<file path="src/hdl/tmfc_pkg.sv">
// Shared types, codes and helpers for the telemetry frame header and FECF checker.
// Used by tm_frame_header_fecf_check_core, tmfc_frame_monitor and the testbench; depends on nothing else.
package tmfc_pkg;

	localparam int CFG_INDEX_W = 3;
	localparam int CFG_DATA_W  = 12;

	// Configuration register indexes.
	localparam logic [CFG_INDEX_W-1:0] CFG_FRAME_SIZE    = 3'd0;
	localparam logic [CFG_INDEX_W-1:0] CFG_FECF_MODE     = 3'd1;
	localparam logic [CFG_INDEX_W-1:0] CFG_CHECK_FECF    = 3'd2;
	localparam logic [CFG_INDEX_W-1:0] CFG_MAC_LENGTH    = 3'd3;
	localparam logic [CFG_INDEX_W-1:0] CFG_SEC_HDR_LIMIT = 3'd4;

	// Configuration reset values.
	localparam logic [11:0] FRAME_SIZE_RST    = 12'd1024;
	localparam logic [1:0]  FECF_MODE_RST     = 2'd1;
	localparam logic        CHECK_FECF_RST    = 1'b1;
	localparam logic [6:0]  MAC_LENGTH_RST    = 7'd16;
	localparam logic [5:0]  SEC_HDR_LIMIT_RST = 6'd63;

	// FECF modes.
	localparam logic [1:0] FECF_NONE    = 2'd0;
	localparam logic [1:0] FECF_PRESENT = 2'd1;

	// Result status codes.
	localparam logic [2:0] ST_OK          = 3'd0;
	localparam logic [2:0] ST_SHORT       = 3'd1;
	localparam logic [2:0] ST_SEC_VERSION = 3'd2;
	localparam logic [2:0] ST_SEC_SIZE    = 3'd3;
	localparam logic [2:0] ST_UNDERFLOW   = 3'd4;
	localparam logic [2:0] ST_FECF_BAD    = 3'd5;
	localparam logic [2:0] ST_FECF_MODE   = 3'd6;

	localparam logic [15:0] CRC_INIT = 16'hFFFF;
	localparam logic [15:0] CRC_POLY = 16'h1021;

	typedef struct packed {
		logic [7:0] data_byte;
		logic       last_byte;
	} item_t;

	typedef struct packed {
		logic [2:0]  status;
		logic [1:0]  version_number;
		logic [9:0]  spacecraft_id;
		logic [2:0]  virtual_channel;
		logic [6:0]  secondary_length;
		logic [7:0]  security_index;
		logic [15:0] received_check;
		logic [15:0] computed_check;
	} result_t;

	// CRC-16 update by one byte, MSB first.
	function automatic logic [15:0] crc16_byte(input logic [15:0] crc, input logic [7:0] b);
		logic [15:0] c;
		c = crc ^ {b, 8'h00};
		for (int k = 0; k < 8; k++) begin
			if (c[15]) begin
				c = {c[14:0], 1'b0} ^ CRC_POLY;
			end else begin
				c = {c[14:0], 1'b0};
			end
		end
		return c;
	endfunction

endpackage

</file>
<file path="src/hdl/tm_frame_header_fecf_check_core.sv">
// Telemetry transfer frame header parser and FECF (CRC-16) checker, one byte per transfer.
// Depends on tmfc_pkg for payload types, status codes and the CRC byte update.
//
// Path: a frame's last byte is taken into the input register, then its result is loaded
// into the result register and result_valid rises. Throughput: one byte per cycle; only a
// last byte waits, and only while an earlier result is still held by result_stall.
// Reset: arst_n clears the frame state and loads the configuration reset values.
module tm_frame_header_fecf_check_core #(
	parameter int MAX_FRAME_BYTES = 2048
) (
	input  logic                                clk,
	input  logic                                arst_n,
	input  logic                                item_valid,
	output logic                                item_stall,
	input  tmfc_pkg::item_t                     item,
	output logic                                result_valid,
	input  logic                                result_stall,
	output tmfc_pkg::result_t                   result,
	input  logic                                cfg_valid,
	output logic                                cfg_ready,
	input  logic [tmfc_pkg::CFG_INDEX_W-1:0]    cfg_index,
	input  logic [tmfc_pkg::CFG_DATA_W-1:0]     cfg_data
);
	import tmfc_pkg::*;

	localparam int CNT_W = $clog2(MAX_FRAME_BYTES + 1);
	localparam int CMP_W = (CNT_W > 12) ? CNT_W : 12;
	localparam logic [CNT_W-1:0] CNT_MAX = CNT_W'(MAX_FRAME_BYTES);

	// Configuration registers.
	logic [11:0] frame_size_q;
	logic [1:0]  fecf_mode_q;
	logic        check_fecf_q;
	logic [6:0]  mac_length_q;
	logic [5:0]  sec_hdr_limit_q;

	assign cfg_ready = 1'b1;

	always_ff @(posedge clk or negedge arst_n) begin
		if (!arst_n) begin
			frame_size_q    <= FRAME_SIZE_RST;
			fecf_mode_q     <= FECF_MODE_RST;
			check_fecf_q    <= CHECK_FECF_RST;
			mac_length_q    <= MAC_LENGTH_RST;
			sec_hdr_limit_q <= SEC_HDR_LIMIT_RST;
		end else if (cfg_valid && cfg_ready) begin
			case (cfg_index)
				CFG_FRAME_SIZE:    frame_size_q    <= cfg_data[11:0];
				CFG_FECF_MODE:     fecf_mode_q     <= cfg_data[1:0];
				CFG_CHECK_FECF:    check_fecf_q    <= cfg_data[0];
				CFG_MAC_LENGTH:    mac_length_q    <= cfg_data[6:0];
				CFG_SEC_HDR_LIMIT: sec_hdr_limit_q <= cfg_data[5:0];
				default: ;
			endcase
		end
	end

	// Input register stage.
	logic       valid_s1;
	logic [7:0] byte_s1;
	logic       last_s1;
	logic       out_free;
	logic       adv;

	assign out_free   = !result_valid || !result_stall;
	assign adv        = valid_s1 && (!last_s1 || out_free);
	assign item_stall = valid_s1 && !adv;

	always_ff @(posedge clk or negedge arst_n) begin
		if (!arst_n) begin
			valid_s1 <= 1'b0;
		end else if (!item_stall) begin
			valid_s1 <= item_valid;
		end
	end

	always_ff @(posedge clk) begin
		if (item_valid && !item_stall) begin
			byte_s1 <= item.data_byte;
			last_s1 <= item.last_byte;
		end
	end

	// Frame state.
	logic [CNT_W-1:0] pos_q;
	logic [15:0]      crc_q;
	logic [7:0]       dly0_q, dly1_q;
	logic [7:0]       hdr0_q, hdr1_q;
	logic             sec_present_q;
	logic [6:0]       sec_bytes_q;
	logic [15:0]      index_q;
	logic [15:0]      fecf_q;
	logic [2:0]       hdr_err_q;

	logic [CNT_W-1:0] pos_n;
	logic [15:0]      crc_n;
	logic [7:0]       hdr0_n, hdr1_n;
	logic             sec_present_n;
	logic [6:0]       sec_bytes_n;
	logic [15:0]      index_n;
	logic [15:0]      fecf_n;
	logic [2:0]       hdr_err_n;
	logic [6:0]       spi_n;
	logic [CMP_W-1:0] pos_x, len_x, fs_x;
	logic             pos_below_max;
	logic [2:0]       status_n;

	always_comb begin
		pos_x         = CMP_W'(pos_q);
		fs_x          = CMP_W'(frame_size_q);
		pos_below_max = (pos_q < CNT_MAX);

		hdr0_n        = hdr0_q;
		hdr1_n        = hdr1_q;
		sec_present_n = sec_present_q;
		sec_bytes_n   = sec_bytes_q;
		hdr_err_n     = hdr_err_q;
		index_n       = index_q;
		fecf_n        = fecf_q;
		spi_n         = sec_present_q ? (7'd6 + sec_bytes_q) : 7'd6;

		if (pos_x == CMP_W'(0)) hdr0_n = byte_s1;
		if (pos_x == CMP_W'(1)) hdr1_n = byte_s1;
		if (pos_x == CMP_W'(4)) sec_present_n = byte_s1[7];
		if (pos_x == CMP_W'(6) && sec_present_q) begin
			sec_bytes_n = {1'b0, byte_s1[5:0]} + 7'd1;
			if (byte_s1[7:6] != 2'b00) begin
				hdr_err_n = ST_SEC_VERSION;
			end else if (sec_bytes_n > ({1'b0, sec_hdr_limit_q} + 7'd1)) begin
				hdr_err_n = ST_SEC_SIZE;
			end
			spi_n = 7'd6 + sec_bytes_n;
		end

		// Security parameter index follows the secondary header, high byte first.
		if (pos_x >= CMP_W'(6) && pos_x == CMP_W'(spi_n)) index_n[15:8] = byte_s1;
		if (pos_x >= CMP_W'(7) && pos_x == CMP_W'(spi_n) + CMP_W'(1)) index_n[7:0] = byte_s1;

		if (pos_below_max && frame_size_q >= 12'd2) begin
			if (pos_x == fs_x - CMP_W'(2)) fecf_n[15:8] = byte_s1;
			if (pos_x == fs_x - CMP_W'(1)) fecf_n[7:0]  = byte_s1;
		end

		// The two newest bytes are held back; the last two never enter the CRC.
		crc_n = (pos_x >= CMP_W'(2)) ? crc16_byte(crc_q, dly0_q) : crc_q;

		pos_n = pos_below_max ? (pos_q + CNT_W'(1)) : pos_q;
		len_x = CMP_W'(pos_n);

		if (len_x < CMP_W'(6)) begin
			status_n = ST_SHORT;
		end else if (sec_present_n && hdr_err_n != ST_OK) begin
			status_n = hdr_err_n;
		end else if (sec_present_n && len_x < (CMP_W'(7) + CMP_W'(sec_bytes_n))) begin
			status_n = ST_SEC_SIZE;
		end else if ((13'(frame_size_q) + 13'(mac_length_q)) <= (13'(spi_n) + 13'd2)) begin
			status_n = ST_UNDERFLOW;
		end else if (len_x < fs_x) begin
			status_n = ST_UNDERFLOW;
		end else if (fecf_mode_q == FECF_PRESENT) begin
			status_n = (check_fecf_q && crc_n != fecf_n) ? ST_FECF_BAD : ST_OK;
		end else if (fecf_mode_q == FECF_NONE) begin
			status_n = ST_OK;
		end else begin
			status_n = ST_FECF_MODE;
		end
	end

	always_ff @(posedge clk or negedge arst_n) begin
		if (!arst_n) begin
			pos_q         <= '0;
			crc_q         <= CRC_INIT;
			dly0_q        <= '0;
			dly1_q        <= '0;
			hdr0_q        <= '0;
			hdr1_q        <= '0;
			sec_present_q <= 1'b0;
			sec_bytes_q   <= '0;
			index_q       <= '0;
			fecf_q        <= '0;
			hdr_err_q     <= ST_OK;
		end else if (adv) begin
			if (last_s1) begin
				pos_q         <= '0;
				crc_q         <= CRC_INIT;
				dly0_q        <= '0;
				dly1_q        <= '0;
				hdr0_q        <= '0;
				hdr1_q        <= '0;
				sec_present_q <= 1'b0;
				sec_bytes_q   <= '0;
				index_q       <= '0;
				fecf_q        <= '0;
				hdr_err_q     <= ST_OK;
			end else begin
				pos_q         <= pos_n;
				crc_q         <= crc_n;
				dly0_q        <= dly1_q;
				dly1_q        <= byte_s1;
				hdr0_q        <= hdr0_n;
				hdr1_q        <= hdr1_n;
				sec_present_q <= sec_present_n;
				sec_bytes_q   <= sec_bytes_n;
				index_q       <= index_n;
				fecf_q        <= fecf_n;
				hdr_err_q     <= hdr_err_n;
			end
		end
	end

	// Result register.
	logic    result_valid_q;
	result_t result_q;

	always_ff @(posedge clk or negedge arst_n) begin
		if (!arst_n) begin
			result_valid_q <= 1'b0;
		end else if (adv && last_s1) begin
			result_valid_q <= 1'b1;
		end else if (!result_stall) begin
			result_valid_q <= 1'b0;
		end
	end

	always_ff @(posedge clk) begin
		if (adv && last_s1) begin
			result_q.status           <= status_n;
			result_q.version_number   <= hdr0_n[7:6];
			result_q.spacecraft_id    <= {hdr0_n[5:0], hdr1_n[7:4]};
			result_q.virtual_channel  <= hdr1_n[3:1];
			result_q.secondary_length <= sec_present_n ? sec_bytes_n : 7'd0;
			result_q.security_index   <= index_n[7:0];
			result_q.received_check   <= fecf_n;
			result_q.computed_check   <= crc_n;
		end
	end

	assign result_valid = result_valid_q;
	assign result       = result_q;

	// A frame's last byte always leaves the state cleared for the next frame.
	a_clear_after_last: assert property (@(posedge clk) disable iff (!arst_n)
		(adv && last_s1) |=> (pos_q == '0 && crc_q == CRC_INIT && !sec_present_q))
		else $error("frame state not cleared after last byte");

	// Every processed last byte yields a result in the next cycle.
	a_result_follows: assert property (@(posedge clk) disable iff (!arst_n)
		(adv && last_s1) |=> result_valid)
		else $error("missing result after last byte");

	// Back-pressure on the input only comes from a held last byte.
	a_stall_cause: assert property (@(posedge clk) disable iff (!arst_n)
		item_stall |-> (valid_s1 && last_s1 && result_valid && result_stall))
		else $error("input stalled without a pending result");

	// The byte counter never passes its saturation value.
	a_pos_bound: assert property (@(posedge clk) disable iff (!arst_n)
		pos_q <= CNT_MAX)
		else $error("byte counter beyond saturation");

endmodule

</file>
<file path="config.mk">
export PLATFORM = sky130hd
export DESIGN_NAME = tm_frame_header_fecf_check_core
export DESIGN_NICKNAME = d
export VERILOG_FILES = /design/src/hdl/tmfc_pkg.sv /design/src/hdl/tm_frame_header_fecf_check_core.sv
export SDC_FILE = /design/constraint.sdc
export NUM_CORES = 1
export LEC_CHECK = 0
export BUFFER_PORTS_ARGS = -buffer_cell sky130_fd_sc_hd__buf_2
export CORE_MARGIN = 8
export CORE_UTILIZATION = 41
export CTS_CLUSTER_SIZE = 40
export DETAILED_ROUTE_END_ITERATION = 6
export HOLD_SLACK_MARGIN = 0.1
export REMOVE_ABC_BUFFERS = 1
export SETUP_SLACK_MARGIN = 0.1
export SKIP_LAST_GASP = 1
export SYNTH_ARGS = -nofsm -noshare
export SYNTH_HDL_FRONTEND = slang
export SYNTH_SLANG_ARGS = --single-unit
</file>
<file path="constraint.sdc">
create_clock -name clk -period 5.65 [get_ports clk]
set_input_delay 0.565 -clock clk [delete_from_list [all_inputs] [get_ports clk]]
set_output_delay 0.565 -clock clk [all_outputs]
set_load 0.02 [all_outputs]
</file>
==> results list <==
- The flow ran to the end, and the final reports show no timing, DRC or antenna violations.
- GR Overflow Total: 0
- The library cell used most frequently in the layout, excluding fill and tap cells, is nand2_1.
- No sink is reached through more buffers than the 2 on the longest clock path.
* Detailed router's first-iteration violation count: 740
- F_max: 200 MHz
- Number of cell rows: 61
- Cts-stage hold buffer count: 0
- Mean routed wirelength per cell: 19.3 um
- Post-synthesis share of cell area spent on xor and xnor gates: 8.09%
- Count of pins on the block boundary: 97
- Measured in cells, the most critical reg-to-reg path has a length of 15.
- Yosys printed 0 warnings.
* Synth Flop Type: dfrtp_1
- Maximum number of pins on one net before global-route repair: 70
* Remaining antenna violation count after routing: 0
* Share of post-route cells with drive strength above 1: 20.7%
- For this block, the via count after detailed routing is 8390.
- STA classifies the critical path endpoint as a flop.
- Once the floorplan was initialized, standard cells occupied 41.4% of the core.
- After the last flow step, the layout net total stands at 1249.
* Number of flops mapped to enable cells by yosys: 74
- Area of combinational cells with multiple inputs: 5630 um2
- The via count of the first global-routing pass came to 8377.
- In this run the clock root is driven by a clkbuf_16.
* Die H: 183 um
- Required time of the critical path: 5.84 ns
- Clock Skew: 0.0173 ns
- Wire length reported by the detailed router: 30000 um
- After synthesis, the largest family of logic cells by area is simple AND/OR/NAND/NOR gates.
* Mux share of post-synthesis cell area: 7.62%
* H-Tree Depth: 4
- VDD IR max: 170 uV
- The congestion estimate from routability-driven global placement came to 0.901.
* TritonCTS clock tree: yes
- Diodes inserted: 0
* Leakage: 5.54 nW
- Data arrival, critical path: 5.18 ns
- The floorplan step defined a core boundary enclosing 27600 um2.
* HPWL after detailed placement: 21300 um
- After detailed routing, the number of remaining DRC violations is 0.
- In this run the horizontal extent of the chip is 183 um.
- Post-CTS repair timing setup buffer count: 0
* Count of clock tree sinks: 198
- By startpoint and endpoint, the worst setup path is classified as flop to flop.
* Clock input transition at the sequential cells of the worst setup and hold paths: 0.08 ns
- Setup repair after global routing left no endpoint under its margin.
- The smallest clock period supported by the final layout is computed as 4.99 ns.
* GR Util All Layers: 18.0%
- In the synthesized netlist the async set-or-reset flop fraction comes to 62.6%.
- Headroom to the max-slew limit: 26.3%
* Total die area: 33500 um2
- Adding up every negative setup slack in the final design gives 0 ns.
* Worst min-delay path category: input port to asynchronous set/reset pin
- Share of the cycle needed by the critical path after routing: 88.3%
- Filler cell count in the final layout: 2601
- Synthesis instantiated 73 different standard cells from the library.
- Global-route wire length before repair: 47900 um
- TritonCTS Buffers: 17
- The synthesized netlist devotes 12.6% of its cell area to compound gates.
- Post-CTS repair changed the size of 0 cells.
- Setup slack closes at 0.658 ns.
- Final-report setup violation count: 0
- Initial antenna violation count: 0
- First drt pass iteration count: 5
- Dividing the detail-routed via count by the number of cells gives 5.40.
- Once layout is complete, the utilization of the core stands at 46.9%.
- Commonest non-fill, non-tap cells in the layout: nand2_1, dfrtp_1, buf_2
* Arithmetic-cell share of the synthesized area counting full adders, half adders and majority gates: 6.29%
* Hold violation total from the final report: 0
* Sequential cell area: 5360 um2
- Power density normalized to cell area: 369 nW/um2
- Startpoint types: flop
- Sequential element share of the synthesized area: 46.8%
- In this run the mean area of a mapped cell was 10.5 um2.
- Clock latency on the worst-skew pair, taken at its later pin, is 0.45 ns.
- Number of port buffers: 95
* Simple logic cell fraction of the synthesized area: 14.4%
- Syn Std Cell Area: 11500 um2
- In this run the worst path has a maximum fanout of 17.
* Post-synthesis sequential element count: 198
- Prior to clock tree synthesis, the placed netlist has a worst setup slack of 0.687 ns.
* Post-Synthesis Cells: 1086
- Area overhead of the layout relative to synthesis: 13.2%
- The count of pins over their slew limit is 0.
- Actual slew at the worst max-slew pin: 1.11 ns
* Max-cap violations: 0
## critical path: stages (launching register included)
cell and delay [ns]:
dfrtp_1 0.49, or4_1 0.70, or4_4 0.71, a21oi_1 0.39, nand2b_1 0.25, ha_1 0.23
o211ai_2 0.15, or3_1 0.37, ha_1 0.33, nand4_1 0.09, or2_2 0.29, o2111ai_1 0.11
nand3_1 0.19, and3_1 0.22, o21ai_0 0.14, a21oi_1 0.09
## final cells by class
| class | count | share of cell area, % |
|---|---|---|
| Clock inverter | 15 | 1.76 |
| Inverter | 64 | 1.85 |
| Multi-Input combinational cell | 769 | 43.4 |
| Tap cell | 378 | 3.65 |
| Timing Repair Buffer | 113 | 4.73 |
| Sequential cell | 198 | 41.3 |
| Clock buffer | 17 | 3.28 |
## power breakdown
group	leakage [nW]	total (mW)	switching [mW]	internal, mW
Sequential	2.28	1.93	0.175	1.75
Clock	0.314	1.34	0.678	0.664
Combinational	2.95	1.51	0.872	0.643
Total	5.54	4.78	1.73	3.06
## final timing paths
check,startpoint,endpoint,slack [ns]
worst max-delay path,pos_q[6],result[63],0.66
worst min-delay path,arst_n,sec_bytes_q[6],0.11
worst max register to register,pos_q[6],result[63],0.66
worst min register to register,dly1_q[5],dly1_q[5],0.48
max in group asynchronous,arst_n,frame_size_q[2],4.45
min in group clk,item[0],last_s1,0.29
## kinds of logic (layout without fill, tap and decap cells)
group	count (synthesis)	after routing
AO/OA/AOI/OAI	215	215
XOR/XNOR	101	101
adder cells (fa/ha/maj)	57	57
buffers and inverters	119	209
flip-flops	198	198
multiplexers	79	79
other	1	1
AND/OR/NAND/NOR	316	316
## per-layer routing
layer | GRT usage [%] | wire length (um) | vias up
met2 | 28.4 | 13800 | 237
met3 | 2.61 | 1390 | 35
li1 | - | - | 4031
met4 | 5.24 | 472 | 0
met5 | 0 | 0 | -
met1 | 25.5 | 14300 | 4087
## flip-flops by register name (all words and copies together), names as in the netlist, 7 cells and up
name and cells:
result 65, crc_q 16, fecf_q 16, frame_size_q 12, pos_q 12, byte_s1 8
dly0_q 8, dly1_q 8, hdr0_q 8, index_q 8, hdr1_q 7, mac_length_q 7
sec_bytes_q 7
## cells in the mapped netlist (all sizes together) (34+ instances only)
library cell	number	area share [%]
edfxtp	74	19
mux2	52	5.1
a21oi	44	1.9
xor2	34	2.6
nand2	103	3.4
dfrtp	98	21
o21ai	62	2.8
xnor2	64	4.9
inv	64	2.1
ha	56	6.1
nor2	56	1.8
clkbuf	44	1.5
## per-stage QoR
stage | instance area (um2) | hold WS, ns | std cells | total power [mW]
after global placement | 12300 | 0.450 | 1522 | 3.45
after CTS | 13000 | 0.121 | 1554 | 4.80
after global routing | 13000 | 0.148 | 1554 | 5.06
after detailed placement | 12300 | 0.460 | 1522 | 3.45
after floorplan | 11200 | 0.269 | 1031 | 3.02
final | 13000 | 0.112 | 1554 | 4.78
Power figures use the tool's default switching activity.
